`config.mk`:
```
export PLATFORM = sky130hd
export DESIGN_NAME = ordered_matrix_dither
export DESIGN_NICKNAME = d
export VERILOG_FILES = /design/src/omd_pkg.sv /design/src/omd_threshold.sv /design/src/ordered_matrix_dither.sv
export SDC_FILE = /design/constraint.sdc
export NUM_CORES = 1
export LEC_CHECK = 0
export ABC_AREA = 1
export ABC_CLOCK_PERIOD_IN_PS = 3700
export BUFFER_PORTS_ARGS = -buffer_cell sky130_fd_sc_hd__buf_2
export CORE_UTILIZATION = 46
export CTS_BUF_LIST = sky130_fd_sc_hd__clkbuf_4
export CTS_CLUSTER_DIAMETER = 80
export CTS_CLUSTER_SIZE = 20
export DETAILED_ROUTE_END_ITERATION = 16
export SLEW_MARGIN = 10
export SYNTH_ARGS = -nofsm -noshare
export SYNTH_HDL_FRONTEND = slang
export SYNTH_SLANG_ARGS = --single-unit
```
`constraint.sdc`:
```
create_clock -name clk -period 3.7 [get_ports clk]
set_clock_uncertainty 0.15 [all_clocks]
set_input_delay 0.925 -clock clk [delete_from_list [all_inputs] [get_ports clk]]
set_output_delay 0.925 -clock clk [all_outputs]
set_load 0.05 [all_outputs]
```
`src/omd_pkg.sv`:
```
// Shared constants and helpers for the ordered matrix dither block.
package omd_pkg;

    // Field and register widths
    localparam int PIX_W   = 8;
    localparam int CFG_W   = 13;
    localparam int CFG_IDX_W = 2;
    localparam int ROW_W   = 12;
    localparam int HGT_W   = 13;
    localparam int MAX_FRAME_HEIGHT = 4096;

    // Output levels
    localparam logic [PIX_W-1:0] PIX_ON  = 8'd255;
    localparam logic [PIX_W-1:0] PIX_OFF = 8'd0;

    // Configuration register indexes
    localparam logic [CFG_IDX_W-1:0] REG_ORDER_LOG2   = 2'd0;
    localparam logic [CFG_IDX_W-1:0] REG_LINE_WIDTH   = 2'd1;
    localparam logic [CFG_IDX_W-1:0] REG_FRAME_HEIGHT = 2'd2;

    // Quadrant digit from one row bit and one column bit
    function automatic logic [1:0] quad_digit(input logic rb, input logic cb);
        logic [1:0] q;
        unique case ({rb, cb})
            2'b00:   q = 2'd1;
            2'b01:   q = 2'd2;
            2'b10:   q = 2'd3;
            default: q = 2'd0;
        endcase
        return q;
    endfunction

endpackage

```
`src/omd_threshold.sv`:
```
// Threshold lookup from the recursive index matrix for one pixel position.
module omd_threshold
    import omd_pkg::*;
#(
    parameter int MAX_ORDER_LOG2 = 4,
    parameter int COL_W = 12
)
(
    input  logic [ROW_W-1:0]                         row,
    input  logic [COL_W-1:0]                         col,
    input  logic [$clog2(MAX_ORDER_LOG2+1)-1:0]      order,
    output logic [PIX_W-1:0]                         thr
);

    localparam int MAXK  = MAX_ORDER_LOG2;
    localparam int ORD_W = $clog2(MAXK + 1);
    localparam int D_W   = 2 * MAXK;
    localparam int NUM_W = D_W + 1 + PIX_W;

    logic [MAXK+ROW_W-1:0] row_x;
    logic [MAXK+COL_W-1:0] col_x;
    logic [1:0]            q     [MAXK];
    logic [D_W-1:0]        d;
    logic [D_W:0]          odd;
    logic [NUM_W-1:0]      num;
    logic [NUM_W-1:0]      thr_full;
    logic [ORD_W:0]        shamt;

    assign row_x = (MAXK + ROW_W)'(row);
    assign col_x = (MAXK + COL_W)'(col);

    // Quadrant digit for every bit position
    always_comb
    begin
        for (int b = 0; b < MAXK; b++)
        begin
            q[b] = quad_digit(row_x[b], col_x[b]);
        end
    end

    // Reverse digit order: bit k-1 lands at weight 4^0
    always_comb
    begin
        d = '0;
        for (int j = 0; j < MAXK; j++)
        begin
            for (int b = 0; b < MAXK; b++)
            begin
                if (32'(b + j + 1) == 32'(order))
                begin
                    d[2*j +: 2] = q[b];
                end
            end
        end
    end

    // floor((2d+1)*255 / 2^(2k+1))
    assign odd      = {d, 1'b1};
    assign num      = {odd, {PIX_W{1'b0}}} - NUM_W'(odd);
    assign shamt    = {order, 1'b1};
    assign thr_full = num >> shamt;
    assign thr      = thr_full[PIX_W-1:0];

endmodule

```
`src/ordered_matrix_dither.sv`:
```
// Top level of the ordered matrix dither: position counters, compare and output stage.
//
//  channel | signals                          | direction
//  --------+----------------------------------+----------
//  input   | in_valid, in_stall, pixel_in     | in beat
//  output  | out_valid, out_stall, pixel_out  | out beat
//  config  | cfg_we, cfg_index, cfg_data      | write only
//
// One pixel per cycle while out_stall does not block; each result shows in the cycle
// after its input beat, set by the single output register after the threshold compare.
// in_stall rises only while the output register holds a beat that out_stall blocks.
// Reset clears the counters and the output valid, and loads the register defaults.
module ordered_matrix_dither
    import omd_pkg::*;
#(
    parameter int MAX_LINE_WIDTH = 4096,
    parameter int MAX_ORDER_LOG2 = 4
)
(
    input  logic                 clk,
    input  logic                 rst_n,
    input  logic                 in_valid,
    output logic                 in_stall,
    input  logic [PIX_W-1:0]     pixel_in,
    output logic                 out_valid,
    input  logic                 out_stall,
    output logic [PIX_W-1:0]     pixel_out,
    input  logic                 cfg_we,
    input  logic [CFG_IDX_W-1:0] cfg_index,
    input  logic [CFG_W-1:0]     cfg_data
);

    localparam int ORD_W = $clog2(MAX_ORDER_LOG2 + 1);
    localparam int COL_W = $clog2(MAX_LINE_WIDTH);
    localparam int W_W   = $clog2(MAX_LINE_WIDTH + 1);
    localparam int CMP_W = W_W + 1;
    localparam int K_RST = (MAX_ORDER_LOG2 < 2) ? MAX_ORDER_LOG2 : 2;
    localparam int W_RST = (MAX_LINE_WIDTH < 750) ? MAX_LINE_WIDTH : 750;
    localparam int H_RST = 500;

    function automatic int clamp_int(input int v, input int lo, input int hi);
        int r;
        r = v;
        if (v < lo)
        begin
            r = lo;
        end
        else if (v > hi)
        begin
            r = hi;
        end
        return r;
    endfunction

    logic [ORD_W-1:0] order_reg;
    logic [W_W-1:0]   width_reg;
    logic [HGT_W-1:0] height_reg;
    logic [COL_W-1:0] col_reg, col_next;
    logic [ROW_W-1:0] row_reg, row_next;
    logic             out_valid_reg;
    logic [PIX_W-1:0] pixel_out_reg;
    logic             in_take;
    logic             out_free;
    logic [CMP_W-1:0] col_inc;
    logic             col_wrap;
    logic [HGT_W-1:0] row_inc;
    logic             row_wrap;
    logic             row_over;
    logic [PIX_W-1:0] thr;

    // Store registers already clamped to their legal ranges
    always_ff @(posedge clk or negedge rst_n)
    begin
        if (!rst_n)
        begin
            order_reg  <= ORD_W'(K_RST);
            width_reg  <= W_W'(W_RST);
            height_reg <= HGT_W'(H_RST);
        end
        else if (cfg_we)
        begin
            unique case (cfg_index)
                REG_ORDER_LOG2:
                begin
                    order_reg <= ORD_W'(clamp_int(int'(cfg_data[2:0]), 1, MAX_ORDER_LOG2));
                end
                REG_LINE_WIDTH:
                begin
                    width_reg <= W_W'(clamp_int(int'(cfg_data), 1, MAX_LINE_WIDTH));
                end
                REG_FRAME_HEIGHT:
                begin
                    height_reg <= HGT_W'(clamp_int(int'(cfg_data), 1, MAX_FRAME_HEIGHT));
                end
                default:
                begin
                    order_reg <= order_reg;
                end
            endcase
        end
    end

    // Handshake: output register frees when empty or drained this cycle
    assign out_free = !out_valid_reg || !out_stall;
    assign in_stall = !out_free;
    assign in_take  = in_valid && out_free;

    // Advance column and row, wrapping at the configured limits
    always_comb
    begin
        col_inc  = CMP_W'(col_reg) + CMP_W'(1);
        col_wrap = col_inc >= CMP_W'(width_reg);
        row_inc  = HGT_W'(row_reg) + HGT_W'(1);
        row_wrap = row_inc >= height_reg;
        row_over = HGT_W'(row_reg) >= height_reg;
        if (col_wrap)
        begin
            col_next = '0;
            row_next = row_wrap ? '0 : row_inc[ROW_W-1:0];
        end
        else
        begin
            col_next = col_inc[COL_W-1:0];
            row_next = row_over ? '0 : row_reg;
        end
    end

    omd_threshold #(
        .MAX_ORDER_LOG2 (MAX_ORDER_LOG2),
        .COL_W          (COL_W)
    ) u_thr (
        .row   (row_reg),
        .col   (col_reg),
        .order (order_reg),
        .thr   (thr)
    );

    // Hold counters and output valid
    always_ff @(posedge clk or negedge rst_n)
    begin
        if (!rst_n)
        begin
            col_reg       <= '0;
            row_reg       <= '0;
            out_valid_reg <= 1'b0;
        end
        else
        begin
            if (in_take)
            begin
                col_reg <= col_next;
                row_reg <= row_next;
            end
            if (out_free)
            begin
                out_valid_reg <= in_valid;
            end
        end
    end

    // Load the dithered pixel with each input beat
    always_ff @(posedge clk)
    begin
        if (in_take)
        begin
            pixel_out_reg <= (pixel_in > thr) ? PIX_ON : PIX_OFF;
        end
    end

    assign out_valid = out_valid_reg;
    assign pixel_out = pixel_out_reg;

endmodule

```
Yosys cells after proc, flatten, opt, wreduce, memory -nomap -nowiden
Cells that the tools add are included.
{"block": "totals", "reg_bits": 62, "latch_bits": 0, "mem_bits_rw": 0, "mem_bits_ro": 0, "input_bits": 28, "out_inout_bits": 10, "wordCells": 80, "memories": 0}
{"block": "classes", "addsub": 3, "multipliers": 0, "n_div": 0, "n_lt_le_gt_ge": 8, "eq_ne": 17, "shifts": 1, "muxes": 29, "bitwise": 0, "reduce_logical": 15}
{"cell": "12-bit two-way mux", "count": 4}
{"cell": "2-bit two-way mux", "count": 16}
{"cell": "12-bit by 1-bit adder with 13-bit output (second input constant)", "count": 2}
{"cell": "13-bit greater-or-equal comparator", "count": 2}
{"cell": "13-bit two-way mux", "count": 2}
{"cell": "2-bit case mux with 3 select lines", "count": 4}
{"cell": "17-bit by 4-bit >> shifter with 8-bit output", "count": 1}
{"cell": "17-bit by 9-bit subtractor with 17-bit output", "count": 1}
{"cell": "12-bit by 13-bit greater-or-equal comparator with 1-bit output", "count": 1}
{"cell": "13-bit > comparator (second input constant)", "count": 1}
{"cell": "13-bit by 1-bit < comparator with 1-bit output (second input constant)", "count": 1}
{"cell": "3-bit == test (first input constant)", "count": 4}
{"cell": "2-bit by 1-bit == test with 1-bit output (second input constant)", "count": 5}
{"cell": "2-bit == test (second input constant)", "count": 5}
{"cell": "2-bit zero test", "count": 5}
{"cell": "8-bit > comparator", "count": 1}
{"cell": "8-bit two-way mux", "count": 1}
{"cell": "2-bit AND reduction", "count": 4}
{"cell": "2-bit by 3-bit == test with 1-bit output (first input constant)", "count": 2}
{"cell": "3-bit two-way mux", "count": 2}
{"cell": "1-bit by 3-bit == test with 1-bit output (first input constant)", "count": 1}
{"cell": "3-bit > comparator (second input constant)", "count": 1}
{"cell": "1-bit zero test", "count": 3}
{"cell": "3-bit by 1-bit < comparator with 1-bit output (second input constant)", "count": 1}
{"cell": "other kinds (3)", "count": 3}

Depth between registers and ports, before layout
Gate-level depths: netlist (run 1).
{"block": "depth", "word_depth": 10, "ltp_mapped": 25, "mapped_depth_nobuf": 24}

Hierarchy
From an unflattened synthesis (run 1), not the netlist that was laid out.
{"block": "hier_totals", "hier_cells": 793, "area_unflattened_um2": 5270.1}
{"module": "ordered_matrix_dither", "instances": 1, "cells_per_inst": 558, "area_per_inst_um2": 4085.2, "seq_area_each_um2": 1398.8}
{"module": "omd_threshold", "instances": 1, "cells_per_inst": 235, "area_per_inst_um2": 1184.9, "seq_area_each_um2": 0.0}

Worst setup path before layout (run 1)
No wires, ideal clock.
{"block": "synth_timing", "path_kind": "flip-flop to flip-flop", "startpoint": "register order_reg[1]", "endpoint": "register pixel_out_reg[6], in the netlist pixel_out[6], data pin", "setup_ps": 261, "arrival_time_ps": 2728, "t_required_ps": 3289, "setup_slack_ps": 560, "path_stages_with_launch": 25, "path_buffers": 2, "period_less_slack_ps": 3140, "path_cell_list": "dfstp_2 buf_6 inv_2 buf_6 nand2_1 nor2_1 nand2_1 nand3_2 nor2_4 ha_1 inv_1 nor2_1 nand3_1 nand2_1 nand3_1 nand2_1 nand2_1 nand2_1 inv_1 ha_1 a21oi_1 o21a_1 nor2_1 nor3_1 a21oi_1"}
{"block": "synth_via", "elab_chain_cells": 9, "elab_cells_between_ends": 27, "cone_classes": "add/sub: 1; order compare: 1; eq/ne: 7; shift: 1; mux: 17"}
{"item": "from (decl)", "line_no": "ordered_matrix_dither.sv:55", "text": "logic [ORD_W-1:0] order_reg;"}
{"item": "from (signal assigned)", "line_no": "ordered_matrix_dither.sv:76", "text": "order_reg <= ORD_W'(K_RST);"}
{"item": "from (signal assigned)", "line_no": "ordered_matrix_dither.sv:85", "text": "order_reg <= ORD_W'(clamp_int(int'(cfg_data[2:0]), 1, MAX_ORDER_LOG2));"}
{"item": "from (signal assigned)", "line_no": "ordered_matrix_dither.sv:97", "text": "order_reg <= order_reg;"}
{"item": "1-bit by 3-bit == test with 1-bit output (tied with other cells)", "line_no": "omd_threshold.sv:49", "text": "if (32'(b + j + 1) == 32'(order))"}
{"item": "2-bit two-way mux (4 in series)", "line_no": "omd_threshold.sv:49"}
{"item": "17-bit by 9-bit subtractor with 17-bit output", "line_no": "omd_threshold.sv:59", "text": "assign num = {odd, {PIX_W{1'b0}}} - NUM_W'(odd);"}
{"item": "17-bit by 4-bit >> shifter with 8-bit output (*)", "line_no": "omd_threshold.sv:61", "text": "assign thr_full = num >> shamt;"}
{"item": "8-bit > comparator (*)", "line_no": "ordered_matrix_dither.sv:166", "text": "pixel_out_reg <= (pixel_in > thr) ? PIX_ON : PIX_OFF;"}
{"item": "8-bit two-way mux (*)", "line_no": "ordered_matrix_dither.sv:166"}
{"item": "to (signal assigned)", "line_no": "ordered_matrix_dither.sv:166"}
{"item": "to (decl)", "line_no": "ordered_matrix_dither.sv:61", "text": "logic [PIX_W-1:0] pixel_out_reg;"}
Mark *: on every way between the ends. The rest lies on a longest branch, timed or not.
A chain may end at the register's enable or synchronous reset.

Final worst setup path (run 1)
{"block": "layout_timing", "startpoint": "register col_reg[3]", "endpoint": "register pixel_out_reg[6], in the netlist pixel_out[6], data pin"}
{"block": "layout_via", "elab_chain_cells": 7, "elab_cells_between_ends": 12, "cone_classes": "add/sub: 1; order compare: 1; eq/ne: 2; shift: 1; mux: 6; reduce/logical: 1"}
{"item": "from (decl)", "line_no": "ordered_matrix_dither.sv:58", "text": "logic [COL_W-1:0] col_reg, col_next;"}
{"item": "from (signal assigned)", "line_no": "ordered_matrix_dither.sv:151", "text": "col_reg <= col_next;"}
{"item": "2-bit == test (tied with other cells)", "line_no": "omd_pkg.sv:24", "text": "unique case ({rb, cb})"}
{"item": "2-bit case mux with 3 select lines (*)", "line_no": "omd_pkg.sv:24"}
{"item": "2-bit two-way mux", "line_no": "omd_threshold.sv:49"}
{"item": "17-bit by 9-bit subtractor with 17-bit output (*)", "line_no": "omd_threshold.sv:59"}
{"item": "17-bit by 4-bit >> shifter with 8-bit output (*)", "line_no": "omd_threshold.sv:61"}
{"item": "8-bit > comparator (*)", "line_no": "ordered_matrix_dither.sv:166"}
{"item": "8-bit two-way mux (*)", "line_no": "ordered_matrix_dither.sv:166"}
Marked as above.

==> report_table.html, run 1 <==
<table>
<tr><th>Metric</th><th>Value</th></tr>
<tr><th colspan="2">Timing</th></tr>
<tr><td>Top achievable clock speed</td><td>0.290 GHz</td></tr>
<tr><td>Unrepaired setup endpoints after global routing</td><td>yes</td></tr>
<tr><td>Sum of negative setup slack</td><td>0 ns</td></tr>
<tr><td>Post-route minimum period</td><td>3.45 ns</td></tr>
<tr><td>Total count of max-transition violations in the final report</td><td>0</td></tr>
<tr><td>Remaining max-slew budget at the tightest pin</td><td>65.5%</td></tr>
<tr><td>Hold violation total from the final report</td><td>0</td></tr>
<tr><td>Part of the cycle the worst path needs</td><td>93.2%</td></tr>
<tr><td>Transition at the pin with the smallest max-transition slack</td><td>0.517 ns</td></tr>
<tr><td>Final setup violation count</td><td>0</td></tr>
<tr><td>Least setup slack across all paths after layout</td><td>0.253 ns</td></tr>
<tr><th colspan="2">Clocking</th></tr>
<tr><td>CTS clk-pin slew, worst paths</td><td>0.17 ns</td></tr>
<tr><td>Library cell used as clock root buffer</td><td>sky130_fd_sc_hd__clkbuf_4</td></tr>
<tr><td>CTS Buf Count</td><td>5</td></tr>
<tr><td>Worst-skew pair later-pin latency</td><td>0.40 ns</td></tr>
<tr><td>Clk buf depth</td><td>2</td></tr>
<tr><td>CTS tree</td><td>built</td></tr>
<tr><td>H-tree depth reported by CTS</td><td>2</td></tr>
<tr><td>Sink count of the clock tree</td><td>55</td></tr>
<tr><th colspan="2">Cells and area</th></tr>
<tr><td>Layout overhead on the synthesized area</td><td>7.87%</td></tr>
<tr><td>Fillers</td><td>1049</td></tr>
<tr><td>Layout cell share with drive strength beyond 1</td><td>15.7%</td></tr>
<tr><td>Inserted Diodes</td><td>0</td></tr>
<tr><td>Number of nets in the layout</td><td>826</td></tr>
<tr><td>Final Instance Count excl. Fillers</td><td>874</td></tr>
<tr><th colspan="2">Route</th></tr>
<tr><td>Via count</td><td>4591</td></tr>
<tr><td>Remaining DRCs</td><td>0</td></tr>
<tr><td>ANT nets after route</td><td>0</td></tr>
<tr><td>Final routed wire length divided by cell count</td><td>13.9 µm</td></tr>
<tr><td>Routed vias/inst</td><td>5.25</td></tr>
<tr><td>Violation count after the first detailed-route iteration</td><td>194</td></tr>
<tr><td>Initial DRT Pass Iterations</td><td>4</td></tr>
<tr><td>Routed Wire Length</td><td>12100 µm</td></tr>
<tr><th colspan="2">Floorplanning</th></tr>
<tr><td>Floorplan die area</td><td>11300 µm²</td></tr>
<tr><td>Initial Utilization</td><td>48.0%</td></tr>
<tr><td>Die height</td><td>107 µm</td></tr>
<tr><td>Row cnt</td><td>37</td></tr>
<tr><td>Total core area</td><td>10500 µm²</td></tr>
<tr><td>Die Width</td><td>107 µm</td></tr>
<tr><td>Boundary pin count</td><td>38</td></tr>
<tr><th colspan="2">Yosys</th></tr>
<tr><td>Dominant synthesized flop cell</td><td>sky130_fd_sc_hd__dfrtp_1</td></tr>
<tr><td>Post-synth ARST share</td><td>98.2%</td></tr>
<tr><td>Mean cell area of the mapped netlist</td><td>7.11 µm²</td></tr>
<tr><td>#FFs+latches synth</td><td>55</td></tr>
<tr><td>Portion of the post-synthesis area used by sequential elements</td><td>27.8%</td></tr>
<tr><td>Cell variety after synth</td><td>36</td></tr>
<tr><td>YS warnings</td><td>0</td></tr>
<tr><td>Number of synthesized flops with an enable pin</td><td>1</td></tr>
<tr><td>Number of instances in the synthesized netlist</td><td>707</td></tr>
<tr><td>Syn nets</td><td>796</td></tr>
<tr><td>Post-Synthesis Cell Area</td><td>5020 µm²</td></tr>
<tr><th colspan="2">Placement</th></tr>
<tr><td>Dpl cells</td><td>864</td></tr>
<tr><td>Hpwl dp</td><td>9910 µm</td></tr>
<tr><td>Number of buffers inserted by port buffering</td><td>37</td></tr>
<tr><td>Placement Setup Slack</td><td>0.222 ns</td></tr>
<tr><td>Global placement routability congestion</td><td>0.877</td></tr>
<tr><th colspan="2">Setup path</th></tr>
<tr><td>Depth of the worst register-to-register path</td><td>20</td></tr>
<tr><td>Critical path data arrival time</td><td>3.46 ns</td></tr>
<tr><td>Delay of the slowest cell on the worst path</td><td>0.44 ns</td></tr>
<tr><td>Type of the worst setup path</td><td>reg2reg</td></tr>
<tr><td>Largest fanout on the critical path</td><td>6</td></tr>
<tr><td>Family with the most delay on the worst path</td><td>simple AND/OR/NAND/NOR gates</td></tr>
<tr><td>Slowest stage cell on the critical path</td><td>sky130_fd_sc_hd__dfrtp_1</td></tr>
<tr><td>Worst path most repeated cell</td><td>sky130_fd_sc_hd__nand2_1</td></tr>
<tr><td>Critical path endpoint category</td><td>flop</td></tr>
<tr><td>Depth of the critical timing path with buffers and inverters included</td><td>20</td></tr>
<tr><td>CP Data Required Time</td><td>3.72 ns</td></tr>
<tr><td>Total buffers and inverters traversed by the critical path</td><td>3</td></tr>
<tr><td>Worst Setup Start Kind</td><td>flop</td></tr>
<tr><td>Series of cell instances along the critical path</td><td>inv_1 -&gt; ha_1 -&gt; nand4_1 -&gt; nand4_4 -&gt; ha_2 -&gt; inv_1 -&gt; nor2_1 -&gt; nand3_1 -&gt; nand2_1 -&gt; nand3_1 -&gt; nand2_1 -&gt; nand2_1 -&gt; nand2_1 -&gt; inv_1 -&gt; ha_1 -&gt; a21oi_1 -&gt; o21a_1 -&gt; nor2_1 -&gt; nor3_1 -&gt; a21oi_1</td></tr>
<tr><th colspan="2">Hold path</th></tr>
<tr><td>Hold Crit Class</td><td>in2async</td></tr>
<tr><th colspan="2">Power and ir drop</th></tr>
<tr><td>Pwr Density</td><td>564 nW/µm²</td></tr>
<tr><td>Static power due to leakage</td><td>2.77 nW</td></tr>
<tr><td>IR drop worst, VDD</td><td>0.276 mV</td></tr>
<tr><th colspan="2">GRT</th></tr>
<tr><td>Wire length of the first global-routing pass</td><td>21100 µm</td></tr>
<tr><td>Vias in the first global route</td><td>4538</td></tr>
<tr><td>Antenna violations before repair</td><td>0</td></tr>
<tr><td>Largest net degree at the start of global routing</td><td>40</td></tr>
<tr><td>Global-route usage over all layers</td><td>23.4%</td></tr>
<tr><td>Total global routing overflow</td><td>0</td></tr>
<tr><th colspan="2">Run</th></tr>
<tr><td>Reported max-cap violation count</td><td>0</td></tr>
<tr><th colspan="2">Outcome</th></tr>
<tr><td>Result of the run</td><td>complete, no violations</td></tr>
</table>
-- through the flow --
stage | hold WS, ns | area (µm²) | power [mW] | util (%)
floorplan | 0.303 | 5020 | 2.28 | -
global placement | 0.318 | 5290 | 2.65 | 50.6
detailed placement | 0.331 | 5290 | 2.68 | 50.6
CTS | 0.246 | 5370 | 3.04 | 51.3
global route | 0.270 | 5420 | 3.39 | 51.8
finish | 0.252 | 5420 | 3.06 | 51.8
-- timing repair --
item / 4_1_cts / 5_1_grt
hold buffers: 0 / 0
endpoints found under the setup margin: 0 / 22
buffers inserted: 0 / 2
resized for setup: 0 / 11
-- cells in the final DEF, fill, tap and decap left out, types with 5 or more instances in the layout --
cell                       instances
sky130_fd_sc_hd__nand4_1          11
sky130_fd_sc_hd__dfstp_2          14
sky130_fd_sc_hd__nand2_1         156
sky130_fd_sc_hd__inv_1           104
sky130_fd_sc_hd__a21oi_1          30
sky130_fd_sc_hd__nor2_4            5
sky130_fd_sc_hd__xor2_1           18
sky130_fd_sc_hd__nor3_1           14
sky130_fd_sc_hd__clkbuf_4          5
sky130_fd_sc_hd__dfrtp_1          36
sky130_fd_sc_hd__o21ai_0          60
sky130_fd_sc_hd__ha_1             60
sky130_fd_sc_hd__nand3_2           8
sky130_fd_sc_hd__nand3b_1          7
sky130_fd_sc_hd__nand3_1          49
sky130_fd_sc_hd__buf_4            11
sky130_fd_sc_hd__inv_2             7
sky130_fd_sc_hd__nand2_2           6
sky130_fd_sc_hd__buf_2            37
sky130_fd_sc_hd__nor2_1           56
-- final cells by class --
type	instances	area (µm²)	area share, %
clock buffer	5	37.5	0.693
clock inverter	3	42.5	0.785
inverter	112	424	7.83
multi-input combinational	515	3070	56.7
sequential	55	1400	25.9
tap	136	170	3.14
timing repair buffer	48	268	4.94
-- cells in the mapped netlist (11+ instances only) --
cell / number / area (µm²)
sky130_fd_sc_hd__a21oi_1: 30 / 150
sky130_fd_sc_hd__o21ai_0: 61 / 305
sky130_fd_sc_hd__nand4_1: 11 / 68.8
sky130_fd_sc_hd__xor2_1: 18 / 158
sky130_fd_sc_hd__nor2_1: 56 / 210
sky130_fd_sc_hd__nor3_1: 16 / 80.1
sky130_fd_sc_hd__ha_1: 61 / 763
sky130_fd_sc_hd__nand3_1: 50 / 250
sky130_fd_sc_hd__dfstp_2: 14 / 368
sky130_fd_sc_hd__dfrtp_1: 40 / 1000
sky130_fd_sc_hd__nand2_1: 156 / 586
sky130_fd_sc_hd__inv_1: 105 / 394
-- cell families (layout without fill, tap and decap cells) --
logic type      after synthesis  after routing  share of synthesized area (%)
buf+inv                     137            168                           11.5
xor+xnor                     18             18                           3.14
fa+ha+maj                    61             61                           15.2
compound gates              108            108                           11.4
simple gates                328            328                           31.0
flops                        55             55                           27.8
-- where the power goes --
group / internal (mW) / leakage, nW / switching [mW]
combinational: 0.660 / 2.05 / 1.22
sequential: 0.729 / 0.675 / 0.0940
clock: 0.143 / 0.0432 / 0.213
total: 1.53 / 2.77 / 1.53
-- worst register-to-register path: cells and delay by family, from the launching register on --
family	cells	cell delay, ns
AO/OA/AOI/OAI	3	0.36
adder cells (fa/ha/maj)	3	0.86
flip-flops	1	0.44
AND/OR/NAND/NOR	11	1.16
buffers and inverters	3	0.27
-- worst paths after layout --
path                               start              to  slack (ns)
setup / recovery              col_reg[3]    pixel_out[6]        0.25
hold / removal                     rst_n  height_reg[11]        0.25
setup reg to reg              col_reg[3]    pixel_out[6]        0.25
hold reg to reg            height_reg[4]   height_reg[4]        0.35
max in group asynchronous          rst_n    order_reg[2]        2.26
min in group clk           height_reg[4]   height_reg[4]        0.35
-- per-layer routing --
| metal | track usage [%] | wire length, µm | vias up |
|---|---|---|---|
| met2 | 41.9 | 5920 | 78 |
| met4 | 5.68 | 162 | 0 |
| met1 | 29.8 | 5650 | 2143 |
| li1 | - | - | 2358 |
| met3 | 2.94 | 411 | 12 |
| met5 | 0 | 0 | - |
No activity file was read; power rests on OpenSTA's default activity.
==> inputs of run 2 (changes only) <==
CORE_UTILIZATION = 31   (was 46)
==> run 2 against run 1 <==
Sequential share of layout area down 0.69 points; sequential power down 1%; via count down 3.3%; design area up 2.7%; critical endpoint unchanged; largest power group unchanged.
==> report_table.html, run 2 (synthesis gave the netlist of run 1 again) <==
<table>
<tr><th>Metric</th><th>Value</th></tr>
<tr><th colspan="2">GRT</th></tr>
<tr><td>Wire length of the first global-routing pass</td><td>20500 µm (was 21100 µm)</td></tr>
<tr><td>Vias in the first global route</td><td>4324 (was 4538)</td></tr>
<tr><td>Total global routing overflow</td><td>0 (unchanged)</td></tr>
<tr><td>Largest net degree at the start of global routing</td><td>41 (was 40)</td></tr>
<tr><td>Antenna violations before repair</td><td>0 (unchanged)</td></tr>
<tr><td>Global-route usage over all layers</td><td>15.5% (was 23.4%)</td></tr>
<tr><th colspan="2">Cells and area</th></tr>
<tr><td>Layout overhead on the synthesized area</td><td>10.8% (was 7.87%)</td></tr>
<tr><td>Inserted Diodes</td><td>0 (unchanged)</td></tr>
<tr><td>Finished Core Util</td><td>35.2% (was 51.8%)</td></tr>
<tr><td>Most common cell after layout, fill and taps aside</td><td>sky130_fd_sc_hd__nand2_1 (unchanged)</td></tr>
<tr><td>Top library cells by usage in the layout, fill and taps aside</td><td>156 x sky130_fd_sc_hd__nand2_1, 105 x sky130_fd_sc_hd__inv_1, 61 x sky130_fd_sc_hd__ha_1, 60 x sky130_fd_sc_hd__o21ai_0, 54 x sky130_fd_sc_hd__nor2_1 (was 156 x sky130_fd_sc_hd__nand2_1, 104 x sky130_fd_sc_hd__inv_1, 60 x sky130_fd_sc_hd__o21ai_0, 60 x sky130_fd_sc_hd__ha_1, 56 x sky130_fd_sc_hd__nor2_1)</td></tr>
<tr><td>Final Instance Count excl. Fillers</td><td>961 (was 874)</td></tr>
<tr><td>Number of nets in the layout</td><td>833 (was 826)</td></tr>
<tr><td>Layout cell share with drive strength beyond 1</td><td>16.1% (was 15.7%)</td></tr>
<tr><td>Final design instance area without fill</td><td>5570 µm² (was 5420 µm²)</td></tr>
<tr><th colspan="2">Clocking</th></tr>
<tr><td>Worst-skew pair later-pin latency</td><td>0.42 ns (was 0.40 ns)</td></tr>
<tr><td>CTS clk-pin slew, worst paths</td><td>0.18 ns (was 0.17 ns)</td></tr>
<tr><td>Sink count of the clock tree</td><td>55 (unchanged)</td></tr>
<tr><td>Library cell used as clock root buffer</td><td>sky130_fd_sc_hd__clkbuf_4 (unchanged)</td></tr>
<tr><td>H-tree depth reported by CTS</td><td>2 (unchanged)</td></tr>
<tr><td>CTS tree</td><td>built (unchanged)</td></tr>
<tr><td>CTS Buf Count</td><td>5 (unchanged)</td></tr>
<tr><td>Clk buf depth</td><td>2 (unchanged)</td></tr>
<tr><td># hold bufs at CTS</td><td>0 (unchanged)</td></tr>
<tr><th colspan="2">Timing</th></tr>
<tr><td>Total count of max-transition violations in the final report</td><td>0 (unchanged)</td></tr>
<tr><td>Top achievable clock speed</td><td>0.297 GHz (was 0.290 GHz)</td></tr>
<tr><td>Post-route minimum period</td><td>3.37 ns (was 3.45 ns)</td></tr>
<tr><td>Sum of negative setup slack</td><td>0 ns (unchanged)</td></tr>
<tr><td>Part of the cycle the worst path needs</td><td>91.0% (was 93.2%)</td></tr>
<tr><td>Final setup violation count</td><td>0 (unchanged)</td></tr>
<tr><td>Least setup slack across all paths after layout</td><td>0.333 ns (was 0.253 ns)</td></tr>
<tr><td>Hold violation total from the final report</td><td>0 (unchanged)</td></tr>
<tr><td>Transition at the pin with the smallest max-transition slack</td><td>0.773 ns (was 0.517 ns)</td></tr>
<tr><td>Unrepaired setup endpoints after global routing</td><td>no (was yes)</td></tr>
<tr><td>Remaining max-slew budget at the tightest pin</td><td>48.3% (was 65.5%)</td></tr>
<tr><th colspan="2">Setup path</th></tr>
<tr><td>CP Data Required Time</td><td>3.74 ns (was 3.72 ns)</td></tr>
<tr><td>Type of the worst setup path</td><td>reg2reg (unchanged)</td></tr>
<tr><td>Depth of the worst register-to-register path</td><td>21 (was 20)</td></tr>
<tr><td>End point of the critical path</td><td>pixel_out[6] (unchanged)</td></tr>
<tr><td>Crit. Startpoint</td><td>col_reg[3] (unchanged)</td></tr>
<tr><td>Worst Setup Start Kind</td><td>flop (unchanged)</td></tr>
<tr><td>Largest fanout on the critical path</td><td>6 (unchanged)</td></tr>
<tr><td>Launching point of the worst reg2reg path</td><td>col_reg[3] (unchanged)</td></tr>
<tr><td>Critical path endpoint category</td><td>flop (unchanged)</td></tr>
<tr><td>Flop2flop setup slack</td><td>0.33 ns (was 0.25 ns)</td></tr>
<tr><td>Worst reg2reg endpoint</td><td>pixel_out[6] (unchanged)</td></tr>
<tr><td>Critical path data arrival time</td><td>3.40 ns (was 3.46 ns)</td></tr>
<tr><th colspan="2">Route</th></tr>
<tr><td>Via count</td><td>4439 (was 4591)</td></tr>
<tr><td>Violation count after the first detailed-route iteration</td><td>161 (was 194)</td></tr>
<tr><td>Final routed wire length divided by cell count</td><td>12.3 µm (was 13.9 µm)</td></tr>
<tr><td>Metal-1 WL</td><td>5810 µm (was 5650 µm)</td></tr>
<tr><td>ANT nets after route</td><td>0 (unchanged)</td></tr>
<tr><td>Initial DRT Pass Iterations</td><td>5 (was 4)</td></tr>
<tr><td>Remaining DRCs</td><td>0 (unchanged)</td></tr>
<tr><td>Routed Wire Length</td><td>11800 µm (was 12100 µm)</td></tr>
<tr><td>Routed vias/inst</td><td>4.62 (was 5.25)</td></tr>
<tr><td>Routed wire length on met3</td><td>517 µm (was 411 µm)</td></tr>
<tr><td>Top layer in use</td><td>met4 (unchanged)</td></tr>
<tr><td>Wire length on met2</td><td>5400 µm (was 5920 µm)</td></tr>
<tr><th colspan="2">Floorplanning</th></tr>
<tr><td>Die Width</td><td>129 µm (was 107 µm)</td></tr>
<tr><td>Floorplan die area</td><td>16700 µm² (was 11300 µm²)</td></tr>
<tr><td>Die height</td><td>129 µm (was 107 µm)</td></tr>
<tr><td>Initial Utilization</td><td>31.7% (was 48.0%)</td></tr>
<tr><td>Total core area</td><td>15800 µm² (was 10500 µm²)</td></tr>
<tr><td>Row cnt</td><td>46 (was 37)</td></tr>
<tr><td>Boundary pin count</td><td>38 (unchanged)</td></tr>
<tr><th colspan="2">Power and ir drop</th></tr>
<tr><td>Pwr Density</td><td>554 nW/µm² (was 564 nW/µm²)</td></tr>
<tr><td>Static power due to leakage</td><td>2.81 nW (was 2.77 nW)</td></tr>
<tr><td>IR drop worst, VDD</td><td>0.341 mV (was 0.276 mV)</td></tr>
<tr><th colspan="2">Placement</th></tr>
<tr><td>Global placement routability congestion</td><td>0.858 (was 0.877)</td></tr>
<tr><td>Dpl cells</td><td>947 (was 864)</td></tr>
<tr><td>Hpwl dp</td><td>9550 µm (was 9910 µm)</td></tr>
<tr><td>Number of buffers inserted by port buffering</td><td>37 (unchanged)</td></tr>
<tr><td>Total cell area at the placement stage</td><td>5430 µm² (was 5290 µm²)</td></tr>
<tr><td>Placement Setup Slack</td><td>0.219 ns (was 0.222 ns)</td></tr>
<tr><th colspan="2">Outcome</th></tr>
<tr><td>Result of the run</td><td>complete, no violations (unchanged)</td></tr>
<tr><th colspan="2">Run</th></tr>
<tr><td>Reported max-cap violation count</td><td>0 (unchanged)</td></tr>
<tr><th colspan="2">Hold path</th></tr>
<tr><td>Hold Crit Class</td><td>in2async (unchanged)</td></tr>
</table>
## run 2: worst min-delay path by stage
| stage | end | slack (ns) | cells past startpoint |
|---|---|---|---|
| 2_1_floorplan | height_reg[10] | 0.30 | 2 |
| 3_3_place_gp | width_reg[11] | 0.32 | 2 |
| 3_5_place_dp | width_reg[11] | 0.32 | 2 |
| 4_1_cts | row_reg[11] | 0.21 | 1 |
| 5_1_grt | row_reg[8] | 0.22 | 1 |
| 6_report | row_reg[8] | 0.23 | 1 |
## run 2: critical path: stages (launching register included)
cell                      delay [ns]
sky130_fd_sc_hd__dfrtp_1        0.43
sky130_fd_sc_hd__inv_1          0.17
sky130_fd_sc_hd__ha_1           0.31
sky130_fd_sc_hd__nand4_1        0.16
sky130_fd_sc_hd__nand4_4        0.17
sky130_fd_sc_hd__ha_1           0.26
sky130_fd_sc_hd__inv_1          0.13
sky130_fd_sc_hd__nor2_4         0.06
sky130_fd_sc_hd__nand2_1        0.08
sky130_fd_sc_hd__nand3_1        0.10
sky130_fd_sc_hd__nand3_1        0.08
sky130_fd_sc_hd__nand2_1        0.05
sky130_fd_sc_hd__inv_1          0.06
sky130_fd_sc_hd__nand2_1        0.06
sky130_fd_sc_hd__ha_1           0.28
sky130_fd_sc_hd__inv_1          0.05
sky130_fd_sc_hd__nor2_1         0.03
sky130_fd_sc_hd__nor2_1         0.10
sky130_fd_sc_hd__o21a_1         0.12
sky130_fd_sc_hd__nor2_1         0.04
sky130_fd_sc_hd__nor3_1         0.13
sky130_fd_sc_hd__a21oi_1        0.09
## run 2: area by class of cell
class                   count  area [µm²]
fillers                  1727       10300
multi-input cells         515        3060
flip-flops and latches     55        1400
inverters                 112         420
repair buffers             55         333
well taps                 216         270
clock inverters             3        45.0
clock buffers               5        37.5
## run 2: repair_timing
| item | in CTS | in global routing |
|---|---|---|
| endpoints found under the setup margin | 0 | 3 |
| buffers inserted | 0 | 6 |
| gates resized for setup | 0 | 7 |
## run 2: power breakdown
part / internal [mW] / leakage, nW / total, mW / switching (mW)
Sequential: 0.729 / 0.675 / 0.813 / 0.0834
Combinational: 0.691 / 2.09 / 1.91 / 1.22
Clock: 0.146 / 0.0461 / 0.362 / 0.216
## run 2: per-layer routing
layer | vias up | global-route usage (%)
met1 | 1998 | 20.9
met3 | 7 | 2.52
met5 | - | 0
met2 | 70 | 26.1
met4 | 0 | 3.39
li1 | 2364 | -
## run 2: stage by stage
stage / total power, mW / hold WS (ns)
global placement: 2.68 / 0.320
floorplan: 2.28 / 0.303
finish: 3.08 / 0.227
detailed placement: 2.69 / 0.324
CTS: 3.07 / 0.212
global route: 3.42 / 0.224
